--- src/hdl/bpa_pkg.sv ---
// bitmap page allocator: shared constants, codes and types
// no dependencies; used by the interfaces and every module in hdl/
package bpa_pkg;

   localparam int NUM_PAGES  = 64;
   // page size must be a power of two
   localparam int PAGE_BYTES = 4096;
   localparam int POOL_BASE  = 1048576;

   localparam int MAP_BITS   = 64;
   localparam int ADDR_W     = 32;
   localparam int PIDX_W     = $clog2(MAP_BITS);
   localparam int CNT_W      = $clog2(MAP_BITS + 1);
   localparam int PAGE_SHIFT = $clog2(PAGE_BYTES);
   localparam int PNUM_W     = ADDR_W - PAGE_SHIFT;

   typedef enum logic {
      OP_ALLOC = 1'b0,
      OP_FREE  = 1'b1
   } opcode_type;

   typedef enum logic [1:0] {
      ST_OK         = 2'd0,
      ST_FULL       = 2'd1,
      ST_MISALIGNED = 2'd2,
      ST_RANGE      = 2'd3
   } status_type;

   // result of the free address check
   typedef struct packed {
      status_type          status;
      logic [PIDX_W-1:0]   idx;
   } chk_result_type;

   // state of the shared scan unit
   typedef struct packed {
      logic                busy;
      logic                found;
      logic [PIDX_W-1:0]   idx;
      logic [CNT_W-1:0]    ones;
      logic [ADDR_W-1:0]   addr;
   } scan_status_type;

endpackage

--- src/hdl/bpa_if.sv ---
// valid/ready channel interfaces for requests and responses
// depends on bpa_pkg
interface bpa_req_if;
   logic                       valid;
   logic                       ready;
   bpa_pkg::opcode_type        opcode;
   logic [bpa_pkg::ADDR_W-1:0] free_addr;

   modport source (output valid, opcode, free_addr, input ready);
   modport sink   (input valid, opcode, free_addr, output ready);
endinterface

interface bpa_rsp_if;
   logic                        valid;
   logic                        ready;
   bpa_pkg::status_type         status;
   logic [bpa_pkg::ADDR_W-1:0]  alloc_addr;
   logic [bpa_pkg::MAP_BITS-1:0] occupancy_map;
   logic [bpa_pkg::CNT_W-1:0]   free_pages;
   logic [bpa_pkg::CNT_W-1:0]   used_pages;

   modport source (output valid, status, alloc_addr, occupancy_map, free_pages, used_pages,
                   input ready);
   modport sink   (input valid, status, alloc_addr, occupancy_map, free_pages, used_pages,
                   output ready);
endinterface

--- src/hdl/bpa_addr_chk.sv ---
// free address check: range, alignment and page index
// depends on bpa_pkg
module bpa_addr_chk (
   input  logic [bpa_pkg::ADDR_W-1:0] free_addr,
   output bpa_pkg::chk_result_type    result
);
   import bpa_pkg::*;

   logic [ADDR_W-1:0] offset;
   logic [PNUM_W-1:0] page_num;

   assign offset   = free_addr - ADDR_W'(POOL_BASE);
   assign page_num = offset[ADDR_W-1:PAGE_SHIFT];

   always_comb begin
      result.idx = page_num[PIDX_W-1:0];
      if (free_addr < ADDR_W'(POOL_BASE)) begin
         result.status = ST_RANGE;
      end else if (offset[PAGE_SHIFT-1:0] != '0) begin
         result.status = ST_MISALIGNED;
      end else if (page_num >= PNUM_W'(NUM_PAGES)) begin
         result.status = ST_RANGE;
      end else begin
         result.status = ST_OK;
      end
   end

endmodule

--- src/hdl/bpa_scan_unit.sv ---
// shared bit-serial scan: one map bit a cycle, counts used pages,
// finds the first free page and its address; depends on bpa_pkg
module bpa_scan_unit (
   input  logic                          clock,
   input  logic                          reset,
   input  logic                          start,
   input  logic [bpa_pkg::MAP_BITS-1:0]  map,
   output bpa_pkg::scan_status_type      scan
);
   import bpa_pkg::*;

   logic                busy_ff,  busy_in;
   logic                found_ff, found_in;
   logic [PIDX_W-1:0]   cnt_ff,   cnt_in;
   logic [PIDX_W-1:0]   idx_ff,   idx_in;
   logic [CNT_W-1:0]    ones_ff,  ones_in;
   logic [ADDR_W-1:0]   addr_ff,  addr_in;
   logic [MAP_BITS-1:0] shift_ff, shift_in;
   logic                cur_bit;

   assign cur_bit = shift_ff[MAP_BITS-1];

   always_comb begin
      busy_in  = busy_ff;
      found_in = found_ff;
      cnt_in   = cnt_ff;
      idx_in   = idx_ff;
      ones_in  = ones_ff;
      addr_in  = addr_ff;
      shift_in = shift_ff;
      if (start) begin
         busy_in  = 1'b1;
         found_in = 1'b0;
         cnt_in   = '0;
         ones_in  = '0;
         addr_in  = ADDR_W'(POOL_BASE);
         shift_in = map;
      end else if (busy_ff) begin
         shift_in = shift_ff << 1;
         ones_in  = ones_ff + CNT_W'(cur_bit);
         cnt_in   = cnt_ff + PIDX_W'(1);
         if (!found_ff) begin
            if (!cur_bit) begin
               found_in = 1'b1;
               idx_in   = cnt_ff;
            end else begin
               addr_in  = addr_ff + ADDR_W'(PAGE_BYTES);
            end
         end
         if (cnt_ff == PIDX_W'(NUM_PAGES - 1)) begin
            busy_in = 1'b0;
         end
      end
   end

   always_ff @(posedge clock) begin
      if (reset) begin
         busy_ff <= 1'b0;
      end else begin
         busy_ff <= busy_in;
      end
      found_ff <= found_in;
      cnt_ff   <= cnt_in;
      idx_ff   <= idx_in;
      ones_ff  <= ones_in;
      addr_ff  <= addr_in;
      shift_ff <= shift_in;
   end

   assign scan.busy  = busy_ff;
   assign scan.found = found_ff;
   assign scan.idx   = idx_ff;
   assign scan.ones  = ones_ff;
   assign scan.addr  = addr_ff;

endmodule

--- src/hdl/bitmap_page_allocator_top.sv ---
// bitmap page allocator top level: sequencer, page map and result register
// depends on bpa_pkg, bpa_if, bpa_addr_chk and bpa_scan_unit
//
// usage
//   req_chan carries one request per transfer: opcode allocate or free, and
//   free_addr for a free. rsp_chan returns exactly one result per request:
//   status, the allocated page address (0 unless an allocate succeeds), the
//   occupancy map after the request (bit 63 is page 0) and the free and used
//   page counts.
//   a request is taken only while the sequencer is idle. the scan unit then
//   walks the map one page per cycle, counting used pages and finding the
//   lowest free page; the result is registered when the scan is done and the
//   output register is free, and the sequencer returns to idle with it, so
//   no new request is taken until then. the single bit scan is what sets how
//   often a request can be taken.
//   the result sits in an output register, so the next request is taken
//   while an earlier result still waits; if the receiver stalls, a finished
//   scan holds until that register is free, and the block takes no request.
//   synchronous reset clears the map (every page free), drops rsp valid and
//   returns the sequencer to idle.
module bitmap_page_allocator_top (
   input  logic          clock,
   input  logic          reset,
   bpa_req_if.sink       req_chan,
   bpa_rsp_if.source     rsp_chan
);
   import bpa_pkg::*;

   typedef enum logic {
      S_IDLE,
      S_SCAN
   } state_type;

   state_type           state_ff, state_in;
   logic [MAP_BITS-1:0] page_map_ff, page_map_in;

   // request captured at transfer
   opcode_type          op_ff;
   chk_result_type      chk_ff;

   // result register
   logic                rsp_valid_ff, rsp_valid_in;
   status_type          status_ff, status_in;
   logic [ADDR_W-1:0]   alloc_addr_ff, alloc_addr_in;
   logic [CNT_W-1:0]    used_ff, used_in;

   chk_result_type      chk;
   scan_status_type     scan;
   logic                req_xfer;
   logic                out_free;
   logic                finish;
   logic [MAP_BITS-1:0] alloc_mask;
   logic [MAP_BITS-1:0] free_mask;
   logic                freed_bit;

   bpa_addr_chk u_addr_chk (
      .free_addr (req_chan.free_addr),
      .result    (chk)
   );

   bpa_scan_unit u_scan (
      .clock (clock),
      .reset (reset),
      .start (req_xfer),
      .map   (page_map_ff),
      .scan  (scan)
   );

   assign req_chan.ready = (state_ff == S_IDLE);
   assign req_xfer       = req_chan.valid && req_chan.ready;
   assign out_free       = !rsp_valid_ff || rsp_chan.ready;
   // scan done and result register can take the new result
   assign finish         = (state_ff == S_SCAN) && !scan.busy && out_free;

   // map bit 63 is page 0
   assign alloc_mask = MAP_BITS'(1) << (PIDX_W'(MAP_BITS - 1) - scan.idx);
   assign free_mask  = MAP_BITS'(1) << (PIDX_W'(MAP_BITS - 1) - chk_ff.idx);
   assign freed_bit  = |(page_map_ff & free_mask);

   always_comb begin
      state_in      = state_ff;
      page_map_in   = page_map_ff;
      rsp_valid_in  = rsp_valid_ff && !rsp_chan.ready;
      status_in     = status_ff;
      alloc_addr_in = alloc_addr_ff;
      used_in       = used_ff;
      case (state_ff)
         S_IDLE: begin
            if (req_xfer) begin
               state_in = S_SCAN;
            end
         end
         S_SCAN: begin
            if (finish) begin
               state_in      = S_IDLE;
               rsp_valid_in  = 1'b1;
               alloc_addr_in = '0;
               used_in       = scan.ones;
               if (op_ff == OP_ALLOC) begin
                  if (scan.found) begin
                     status_in     = ST_OK;
                     alloc_addr_in = scan.addr;
                     page_map_in   = page_map_ff | alloc_mask;
                     used_in       = scan.ones + CNT_W'(1);
                  end else begin
                     status_in    = ST_FULL;
                  end
               end else begin
                  status_in = chk_ff.status;
                  if (chk_ff.status == ST_OK) begin
                     // freeing a page that is already free leaves the count alone
                     page_map_in = page_map_ff & ~free_mask;
                     used_in     = scan.ones - CNT_W'(freed_bit);
                  end
               end
            end
         end
         default: begin
            state_in = S_IDLE;
         end
      endcase
   end

   always_ff @(posedge clock) begin
      if (reset) begin
         state_ff     <= S_IDLE;
         page_map_ff  <= '0;
         rsp_valid_ff <= 1'b0;
      end else begin
         state_ff     <= state_in;
         page_map_ff  <= page_map_in;
         rsp_valid_ff <= rsp_valid_in;
      end
      status_ff     <= status_in;
      alloc_addr_ff <= alloc_addr_in;
      used_ff       <= used_in;
      if (req_xfer) begin
         op_ff  <= req_chan.opcode;
         chk_ff <= chk;
      end
   end

   // the map register already holds the post-request map when the result is shown
   assign rsp_chan.valid         = rsp_valid_ff;
   assign rsp_chan.status        = status_ff;
   assign rsp_chan.alloc_addr    = alloc_addr_ff;
   assign rsp_chan.occupancy_map = page_map_ff;
   assign rsp_chan.used_pages    = used_ff;
   assign rsp_chan.free_pages    = CNT_W'(NUM_PAGES) - used_ff;

   // page counts always agree with the map carried in the result
   a_count_matches_map: assert property (@(posedge clock) disable iff (reset)
      rsp_chan.valid |-> ($countones(rsp_chan.occupancy_map) == rsp_chan.used_pages))
      else $error("used page count does not match occupancy map");

   // a non-zero page address only comes with a successful allocate
   a_addr_only_on_ok: assert property (@(posedge clock) disable iff (reset)
      (rsp_chan.valid && (rsp_chan.alloc_addr != '0)) |-> (rsp_chan.status == ST_OK))
      else $error("page address reported on a failed request");

   // scan unit only runs while the sequencer waits on it
   a_scan_in_scan_state: assert property (@(posedge clock) disable iff (reset)
      scan.busy |-> (state_ff == S_SCAN))
      else $error("scan unit busy outside scan state");

   // a request transfer always starts the scan on the next cycle
   a_xfer_starts_scan: assert property (@(posedge clock) disable iff (reset)
      req_xfer |=> scan.busy)
      else $error("request transfer did not start a scan");

endmodule
--- src/flat_wrapper.sv ---
// flat-port wrapper written by rule: the top's interface ports become plain ports
module bitmap_page_allocator_top_flat import bpa_pkg::*;
  (clock, reset, req_chan_valid, req_chan_opcode, req_chan_free_addr, req_chan_ready, rsp_chan_valid, rsp_chan_status, rsp_chan_alloc_addr, rsp_chan_occupancy_map, rsp_chan_free_pages, rsp_chan_used_pages, rsp_chan_ready);
  bpa_req_if req_chan_i ();
  bpa_rsp_if rsp_chan_i ();
  input  logic clock;
  input  logic reset;
  input wire logic [$bits(req_chan_i.valid)-1:0] req_chan_valid;
  input wire logic [$bits(req_chan_i.opcode)-1:0] req_chan_opcode;
  input wire logic [$bits(req_chan_i.free_addr)-1:0] req_chan_free_addr;
  output wire logic [$bits(req_chan_i.ready)-1:0] req_chan_ready;
  output wire logic [$bits(rsp_chan_i.valid)-1:0] rsp_chan_valid;
  output wire logic [$bits(rsp_chan_i.status)-1:0] rsp_chan_status;
  output wire logic [$bits(rsp_chan_i.alloc_addr)-1:0] rsp_chan_alloc_addr;
  output wire logic [$bits(rsp_chan_i.occupancy_map)-1:0] rsp_chan_occupancy_map;
  output wire logic [$bits(rsp_chan_i.free_pages)-1:0] rsp_chan_free_pages;
  output wire logic [$bits(rsp_chan_i.used_pages)-1:0] rsp_chan_used_pages;
  input wire logic [$bits(rsp_chan_i.ready)-1:0] rsp_chan_ready;
  assign req_chan_i.valid = req_chan_valid;
  assign req_chan_i.opcode = req_chan_opcode;
  assign req_chan_i.free_addr = req_chan_free_addr;
  assign req_chan_ready = req_chan_i.ready;
  assign rsp_chan_valid = rsp_chan_i.valid;
  assign rsp_chan_status = rsp_chan_i.status;
  assign rsp_chan_alloc_addr = rsp_chan_i.alloc_addr;
  assign rsp_chan_occupancy_map = rsp_chan_i.occupancy_map;
  assign rsp_chan_free_pages = rsp_chan_i.free_pages;
  assign rsp_chan_used_pages = rsp_chan_i.used_pages;
  assign rsp_chan_i.ready = rsp_chan_ready;
  bitmap_page_allocator_top u_core (.clock(clock), .reset(reset), .req_chan(req_chan_i), .rsp_chan(rsp_chan_i));
endmodule
--- config.mk ---
export PLATFORM = sky130hd
export DESIGN_NAME = bitmap_page_allocator_top_flat
export DESIGN_NICKNAME = d
export VERILOG_FILES = /design/src/hdl/bpa_pkg.sv /design/src/hdl/bpa_if.sv /design/src/hdl/bpa_addr_chk.sv /design/src/hdl/bpa_scan_unit.sv /design/src/hdl/bitmap_page_allocator_top.sv /design/src/flat_wrapper.sv
export SDC_FILE = /design/constraint.sdc
export NUM_CORES = 1
export LEC_CHECK = 0
export ABC_AREA = 1
export BUFFER_PORTS_ARGS = -buffer_cell sky130_fd_sc_hd__buf_2
export CORE_AREA = 3 3 174 134
export CTS_CLUSTER_DIAMETER = 40
export DETAILED_ROUTE_END_ITERATION = 8
export DIE_AREA = 0 0 177 137
export PLACE_DENSITY = 0.76
export SKIP_LAST_GASP = 1
export SLEW_MARGIN = 20
export SYNTH_ARGS = -nofsm -noshare
export SYNTH_HDL_FRONTEND = slang
export SYNTH_HIERARCHICAL = 1
export SYNTH_SLANG_ARGS = --single-unit
export TNS_END_PERCENT = 10
--- constraint.sdc ---
create_clock -name clock -period 3.16 [get_ports clock]
set_clock_uncertainty 0.15 [all_clocks]
set_input_delay 0 -clock clock [delete_from_list [all_inputs] [get_ports clock]]
set_output_delay 0 -clock clock [all_outputs]
set_load 0.1 [all_outputs]
==> flow_metrics.py, run 1 <==
metrics = {
    "run_status": {
        "status": "complete, no violations",
    },
    "critical_path": {
        "crit_start": "u_core/chk_ff[0]$_DFFE_PP_",
        "critPathArrivalTime_ns": 3.29,
        "r2r-start": "u_core/chk_ff[0]$_DFFE_PP_",
        "r2r-end": "u_core/rsp_chan.used_pages[6]$_DFFE_PP_",
        "ff2ff_setup_slack_ns": 0.15,
        "cp_slowest_cell": "edfxtp_1",
        "crit_path_cell_trace": "inv_2 > nand3_4 > nor2_4 > buf_12 > nand4_1 > nand2_1 > inv_2 > nand2_2 > nor2_2 > nand2_1 > nor2_2 > nand2_2 > ha_4 > ha_4 > inv_2 > nor2_4 > nand4_1 > o21ai_1 > o21ai_1 > or2_0 > nand2_1",
        "slowest_delay_ns": 0.57,
        "cp-start-kind": "flop",
        "cp-end-kind": "flop",
        "reg2reg_depth": 21,
        "critPathKind": "flop to flop",
        "critPathMaxFanout": 7,
        "cp.required_ns": 3.44,
    },
    "routing": {
        "dr_total_vias": 10400,
        "routedWlPerCell_um": 17.1,
        "ant_nets": 0,
        "routed_wl_um": 32500,
        "drtIter0Drc": 1318,
        "via_per_inst": 5.48,
        "drc": 0,
        "first_pass_iters": 6,
    },
    "logic_synthesis": {
        "syn_inst": 1440,
        "synthArstFlopShare_pct": 0,
        "synth_cell_types": 43,
        "synth_edf_count": 120,
        "synth_top_area_share_pct": 31.5,
        "seq_area_frac_synth_pct": 49.2,
        "synth-main-ff-cell": "edfxtp_1",
        "post-synth-top-count-cell": "nand2_1",
        "yosys_register_bits": 221,
        "yosysWarningCount": 6,
        "syn-cell-area_um2": 11400,
        "synth_top_area_cell": "edfxtp_1",
        "ys_top_cells_by_area": "edfxtp_1 (32%), dfxtp_1 (18%), nand2_1 (11%), nand4_1 (6.3%), a21oi_1 (6.3%)",
        "syn_area_per_cell_um2": 7.94,
        "netlist_top_cells_count": "nand2_1 (346), nor2_1 (171), a21oi_1 (143)",
    },
    "power": {
        "p_clk_share_pct": 44.8,
        "p_int_mw": 5.64,
        "leakagePower_nw": 5.64,
        "p_comb_share_pct": 12.4,
        "seq_power_share_pct": 42.8,
        "swShare_pct": 27.8,
        "powerDensity_nw_per_um2": 569,
        "peakVddDrop_uv": 487,
        "netSwitchingPower_mw": 2.17,
    },
    "job": {
        "maxCapViolCount": 0,
    },
    "sta": {
        "post-route-period-util_pct": 95.4,
        "layout_min_cycle_time_ns": 3.01,
        "relSlewSlack_pct": 39.1,
        "setup_violations": 0,
        "hold_violations": 0,
        "rsz0062_at_grt": "true",
        "slew_violations": 0,
        "fmax_mhz": 332,
        "worst_slew_pin_slew_ns": 0.911,
        "hold-worst-slack_ns": 0.00888,
    },
    "hold_path": {
        "hp-class": "input port to flop",
        "whs_path_depth": 2,
        "holdPathEnd": "u_core/chk_ff[5]$_DFFE_PP_",
        "worstHoldStart": "req_chan_free_addr[17]",
    },
    "die": {
        "io_pins": 151,
        "core-area_um2": 21800,
        "dieHeight_um": 137,
        "die-area_um2": 24200,
        "row_count": 47,
        "start_util_pct": 52.4,
        "die_w_um": 177,
    },
    "grt": {
        "overflow": 0,
        "grt_max_degree": 68,
        "grt_use_total_pct": 25.7,
        "grt_pass1_wl_um": 49900,
        "grt_pass1_vias": 9135,
        "antenna_found_initial": 0,
    },
    "finish": {
        "multi_input_area_um2": 4900,
        "drive_gt1_share_pct": 18.9,
        "n_fill_cell": 1909,
        "instances_no_fill": 1904,
        "final-seq-area_um2": 5630,
        "area_delta_synth_final_pct": 19.9,
        "num_antenna_cells": 0,
        "postLayoutCellArea_um2": 13700,
        "finalNetCount": 1631,
    },
    "clock_network": {
        "clock-sinks": 221,
        "clk_pin_slew_ns": 0.06,
        "cts_tree": "done",
        "clock_latency_ns": 0.55,
        "htree_levels": 1,
        "clockRootBuffer": "clkbuf_16",
        "cts.path.max_buffers": 3,
        "cts_buffers": 30,
    },
    "placed_design": {
        "place_congestion": 0.924,
        "numPlacedInstances": 1819,
        "hpwlAfterDp_um": 21900,
        "io_buffers": 150,
        "placed_area_um2": 12300,
    },
}
## layout by cell type, fill, tap and decap left out, types with 12 or more instances in the layout
cell type / synthesis / layout
nand4_1: 116 / 116
nor2_4: 6 / 18
nor2_1: 171 / 165
a21oi_1: 143 / 143
edfxtp_1: 120 / 120
nor3_1: 76 / 76
buf_4: 25 / 27
dlygate4sd3_1: 0 / 17
dfxtp_1: 101 / 101
nand2_1: 346 / 343
buf_2: 25 / 150
conb_1: 1 / 12
clkbuf_16: 0 / 30
nand3_1: 33 / 29
o21ai_0: 20 / 19
inv_1: 126 / 123
## worst max-delay path, delay by kind of cell, from the launching register on
kind            cells  cell delay, ns
simple gates       13            1.28
flops               1            0.57
buf+inv             4            0.37
compound gates      2            0.23
fa+ha+maj           2            0.28
## registers in the layout (all words and copies together), names as in the netlist
register / cells
u_core/u_scan/found_ff: 1
u_core/rsp_chan.occupancy_map: 64
u_core/rsp_chan.valid: 1
u_core/u_scan/cnt_ff: 6
u_core/rsp_chan.used_pages: 7
u_core/rsp_chan.alloc_addr: 32
u_core/u_scan/addr_ff: 20
u_core/u_scan/busy_ff: 1
u_core/u_scan/shift_ff: 64
u_core/u_scan/ones_ff: 7
u_core/chk_ff: 8
u_core/op_ff: 1
u_core/u_scan/idx_ff: 6
u_core/state_ff: 1
u_core/rsp_chan.status: 2
## metrics by stage
stage	setup TNS (ns)	setup slack, ns	util, %	power, mW
global placement	0	0.0886	56.2	4.30
detailed placement	0	0.0219	56.2	4.32
finish	0	0.146	62.8	7.81
global route	-0.0302	-0.0302	62.8	8.05
floorplan	0	0.0945	-	4.13
CTS	0	0.00910	61.8	7.81
## how the worst max path moves through the flow
| stage | slack (ns) | end | cells after the start |
|---|---|---|---|
| global placement | 0.09 | u_core/rsp_chan.used_pages[6]$_DFFE_PP_ | 20 |
| finish | 0.15 | u_core/rsp_chan.used_pages[6]$_DFFE_PP_ | 21 |
| detailed placement | 0.02 | u_core/rsp_chan.used_pages[6]$_DFFE_PP_ | 20 |
| CTS | 0.009 | u_core/rsp_chan.used_pages[6]$_DFFE_PP_ | 20 |
| floorplan | 0.09 | rsp_chan_free_pages[6] | 5 |
| global route | -0.03 | u_core/rsp_chan.used_pages[6]$_DFFE_PP_ | 21 |
## kinds of logic after synthesis
kind of cell	Yosys count	share of synthesized area, %
adders and majority gates	8	0.876
AOI/OAI and AO/OA	173	7.85
and+or+nand+nor	790	31.6
other	1	0.0328
DFF	221	49.2
xor gates and xnor gates	12	0.919
buffers and inverters	235	9.56
## routing by layer
metal / global-route usage [%] / vias up / wire, µm
li1: - / 5104 / -
met1: 39.0 / 4783 / 14700
met2: 37.6 / 506 / 13900
met3: 5.88 / 42 / 3300
met4: 5.19 / 0 / 493
met5: 0 / - / 0
## cell type report
| type | count | share of cell area, % |
|---|---|---|
| Sequential cell | 221 | 41.0 |
| Multi-Input combinational cell | 996 | 35.8 |
| Timing Repair Buffer | 201 | 9.10 |
| Clock buffer | 33 | 5.63 |
| Inverter | 136 | 3.75 |
| Tap cell | 294 | 2.68 |
| Clock inverter | 23 | 2.03 |
## power groups by stage
stage	logic (mW)	clock network [mW]	registers, mW
after floorplan	0.519	0	3.61
after global placement	0.908	0	3.39
after detailed placement	0.926	0	3.39
after CTS	0.940	3.53	3.34
after global routing	1.04	3.64	3.36
final	0.972	3.50	3.34
## what timing repair did
| action | 4_1_cts | 5_1_grt |
|---|---|---|
| resized for setup | 1 | 31 |
| gates cloned | 0 | 1 |
| pin swaps | 0 | 18 |
| hold endpoints to repair | 27 | 0 |
| setup endpoints to repair | 1 | 4 |
| setup buffers | 0 | 11 |
| hold buffers | 17 | 0 |
(Power assumes the default switching activity.)
==> inputs of run 2 (changes only) <==
Settings changed: ABC_AREA 1 to unset, CORE_AREA 3 3 174 134 to 3 3 166 127, DIE_AREA 0 0 177 137 to 0 0 169 130.
==> flow_metrics.py, run 2 <==
metrics = {
    "run_status": {
        "status": "complete, but fails checks",
        "violations": "setup timing",
    },
    "clock_network": {
        "clock_latency_ns": 0.51,
        "clockRootBuffer": "clkbuf_16",
        "clock-sinks": 221,
        "cts_buffers": 25,
        "htree_levels": 1,
        "cts.path.max_buffers": 3,
        "cts_tree": "done",
        "clk_pin_slew_ns": 0.06,
    },
    "power": {
        "peakVddDrop_uv": 460,
        "powerDensity_nw_per_um2": 571,
        "finalPower_mw": 7.31,
        "leakagePower_nw": 5.01,
    },
    "sta": {
        "relSlewSlack_pct": 33.1,
        "layout_min_cycle_time_ns": 3.41,
        "fin_ws_ns": -0.255,
        "rsz0062_at_grt": "true",
        "slew_violations": 0,
        "hold-worst-slack_ns": 0.0490,
        "worst_slew_pin_slew_ns": 1.00,
        "post-route-period-util_pct": 108,
        "setup_violations": 7,
        "hold_violations": 0,
        "finalSetupTns_ns": -0.840,
        "fmax_mhz": 293,
    },
    "critical_path": {
        "ff2ff_setup_slack_ns": -0.25,
        "cp_slowest_cell": "edfxtp_1",
        "critPathMaxFanout": 8,
        "cp.depth": 13,
        "critPathArrivalTime_ns": 3.52,
        "cp-start-kind": "flop",
        "crit_path_cell_trace": "buf_12 > buf_16 > mux2i_2 > a2bb2oi_1 > o2111ai_1 > a2111oi_4 > nand4_1 > ha_2 > ha_4 > or4b_1 > or3_1 > o21ai_2 > xor2_1",
        "crit_end": "u_core/rsp_chan.used_pages[6]$_DFFE_PP_",
        "crit_start": "u_core/chk_ff[0]$_DFFE_PP_",
        "cp-end-kind": "flop",
        "crit_family": "simple AND/OR/NAND/NOR gates",
        "critPathKind": "flop to flop",
        "r2r-end": "u_core/rsp_chan.used_pages[6]$_DFFE_PP_",
        "cp.required_ns": 3.26,
        "reg2reg_depth": 13,
        "slowest_delay_ns": 0.54,
        "path_buf_inv": 2,
        "r2r-start": "u_core/chk_ff[0]$_DFFE_PP_",
    },
    "finish": {
        "drive_gt1_share_pct": 35.9,
        "num_antenna_cells": 0,
        "fin_util_pct": 65.8,
        "finalNetCount": 1202,
        "instances_no_fill": 1428,
        "layout_common_cells": "buf_2 (150), edfxtp_1 (120), nand2_1 (93)",
        "area_delta_synth_final_pct": 26.2,
        "postLayoutCellArea_um2": 12800,
        "mostFrequentLayoutCell": "buf_2",
    },
    "die": {
        "start_util_pct": 52.2,
        "row_count": 44,
        "die_w_um": 169,
        "dieHeight_um": 130,
        "die-area_um2": 22000,
        "core-area_um2": 19400,
        "io_pins": 151,
    },
    "logic_synthesis": {
        "synth-main-ff-cell": "edfxtp_1",
        "synth_top_area_cell": "edfxtp_1",
        "synthXorXnorAreaFrac_pct": 2.33,
        "yosys_register_bits": 221,
        "syn_inst": 939,
        "netlist_top_cells_count": "edfxtp_1 (120), dfxtp_1 (101), nand2_1 (93)",
        "synthArstFlopShare_pct": 0,
        "synth_edf_count": 120,
        "synth_top_area_share_pct": 35.5,
        "synth_cell_types": 66,
        "post-synth-top-count-cell": "edfxtp_1",
        "seq_area_frac_synth_pct": 55.5,
        "synth-simple-area-share_pct": 16.8,
        "synth_adder_area_share_pct": 0.987,
        "syn-cell-area_um2": 10100,
        "syn_area_per_cell_um2": 10.8,
        "ys_top_cells_by_area": "edfxtp_1 (36%), dfxtp_1 (20%), mux2_2 (8.1%), a21oi_1 (3.9%), o21ai_0 (3.7%)",
        "synth_top_family_by_area": "simple AND/OR/NAND/NOR gates",
        "synth_compound_area_share_pct": 10.6,
        "synthMuxAreaShare_pct": 9.61,
        "yosysWarningCount": 6,
    },
    "grt": {
        "grt_max_degree": 59,
        "grt_use_total_pct": 26.5,
        "grt_pass1_wl_um": 44900,
        "overflow": 0,
        "antenna_found_initial": 0,
        "grt_pass1_vias": 7563,
    },
    "routing": {
        "via_per_inst": 5.76,
        "wl_met1_um": 13900,
        "dr_total_vias": 8227,
        "dr.max_layer_used": "met4",
        "drc": 0,
        "routed_wl_um": 29700,
        "first_pass_iters": 5,
        "drtIter0Drc": 906,
        "dr_wl_met3_um": 2760,
        "ant_nets": 0,
        "wl_met2_um": 12500,
        "routedWlPerCell_um": 20.8,
    },
    "placed_design": {
        "place_congestion": 0.963,
        "hpwlAfterDp_um": 20800,
        "placed_area_um2": 11600,
        "pre_cts_ws_ns": -0.264,
        "io_buffers": 150,
        "numPlacedInstances": 1363,
    },
    "job": {
        "maxCapViolCount": 0,
    },
    "hold_path": {
        "hp-class": "input port to flop",
    },
}
-- run 2: cell count changes after synthesis, moves of 16 or more --
cell,delta
a21oi_1,-63
inv_1,-109
nand2_1,-253
nor2_2,-16
nor2_1,-121
nor3_1,-59
o21ai_0,+54
mux2_2,+73
nand4_1,-104
and2_1,+33
buf_2,-23
-- run 2: repair_timing --
| action | CTS | global route |
|---|---|---|
| setup endpoints to repair | 7 | 7 |
| pin swaps | 8 | 1 |
| cloned | 1 | 0 |
| hold buffers | 17 | 0 |
| gates resized for setup | 6 | 2 |
| endpoints found under the hold margin | 56 | 0 |
| setup buffers | 3 | 0 |
-- run 2: logic make-up after synthesis --
kind of cell               count (synthesis)
DFF                                      221
and+or+nand+nor                          317
adders and majority gates                  8
muxes                                     87
AOI/OAI and AO/OA                        192
buffers and inverters                     86
xor gates and xnor gates                  27
other                                      1
-- run 2: metal layers --
metal,up-vias,track usage [%]
li1,3837,-
met1,3949,40.9
met2,399,38.3
met3,42,6.12
met4,0,5.82
met5,-,0
-- run 2: worst register-to-register path, delay by kind of cell (launching register included) --
kind,cells,cell delay [ns]
fa+ha+maj,2,0.35
xor+xnor,1,0.08
flops,1,0.54
compound gates,4,0.61
buf+inv,2,0.34
simple gates,3,0.92
mux,1,0.16
-- run 2: report_power, final --
| part | total [mW] | leakage (nW) | internal, mW | switching (mW) |
|---|---|---|---|---|
| registers | 3.33 | 2.03 | 3.24 | 0.0950 |
| logic | 0.907 | 2.55 | 0.283 | 0.623 |
| clock network | 3.07 | 0.433 | 1.91 | 1.16 |
-- run 2: cell type report --
cell class	instances	area [µm²]
well taps	253	317
clock buffers	35	747
clock inverters	10	151
repair buffers	249	1610
fillers	1525	6640
multi-input cells	643	4210
flip-flops and latches	221	5700
inverters	17	63.8
-- run 2: worst min-delay path by stage --
| stage | to | depth (start not counted) | from |
|---|---|---|---|
| after floorplan | u_core/u_scan/busy_ff$_SDFF_PP0_ | 1 | reset |
| after global placement | u_core/chk_ff[3]$_DFFE_PP_ | 1 | req_chan_free_addr[15] |
| after detailed placement | u_core/chk_ff[3]$_DFFE_PP_ | 1 | req_chan_free_addr[15] |
| after CTS | u_core/chk_ff[3]$_DFFE_PP_ | 2 | req_chan_free_addr[15] |
| after global routing | u_core/chk_ff[1]$_DFFE_PP_ | 2 | req_chan_free_addr[13] |
| final | u_core/chk_ff[1]$_DFFE_PP_ | 2 | req_chan_free_addr[13] |
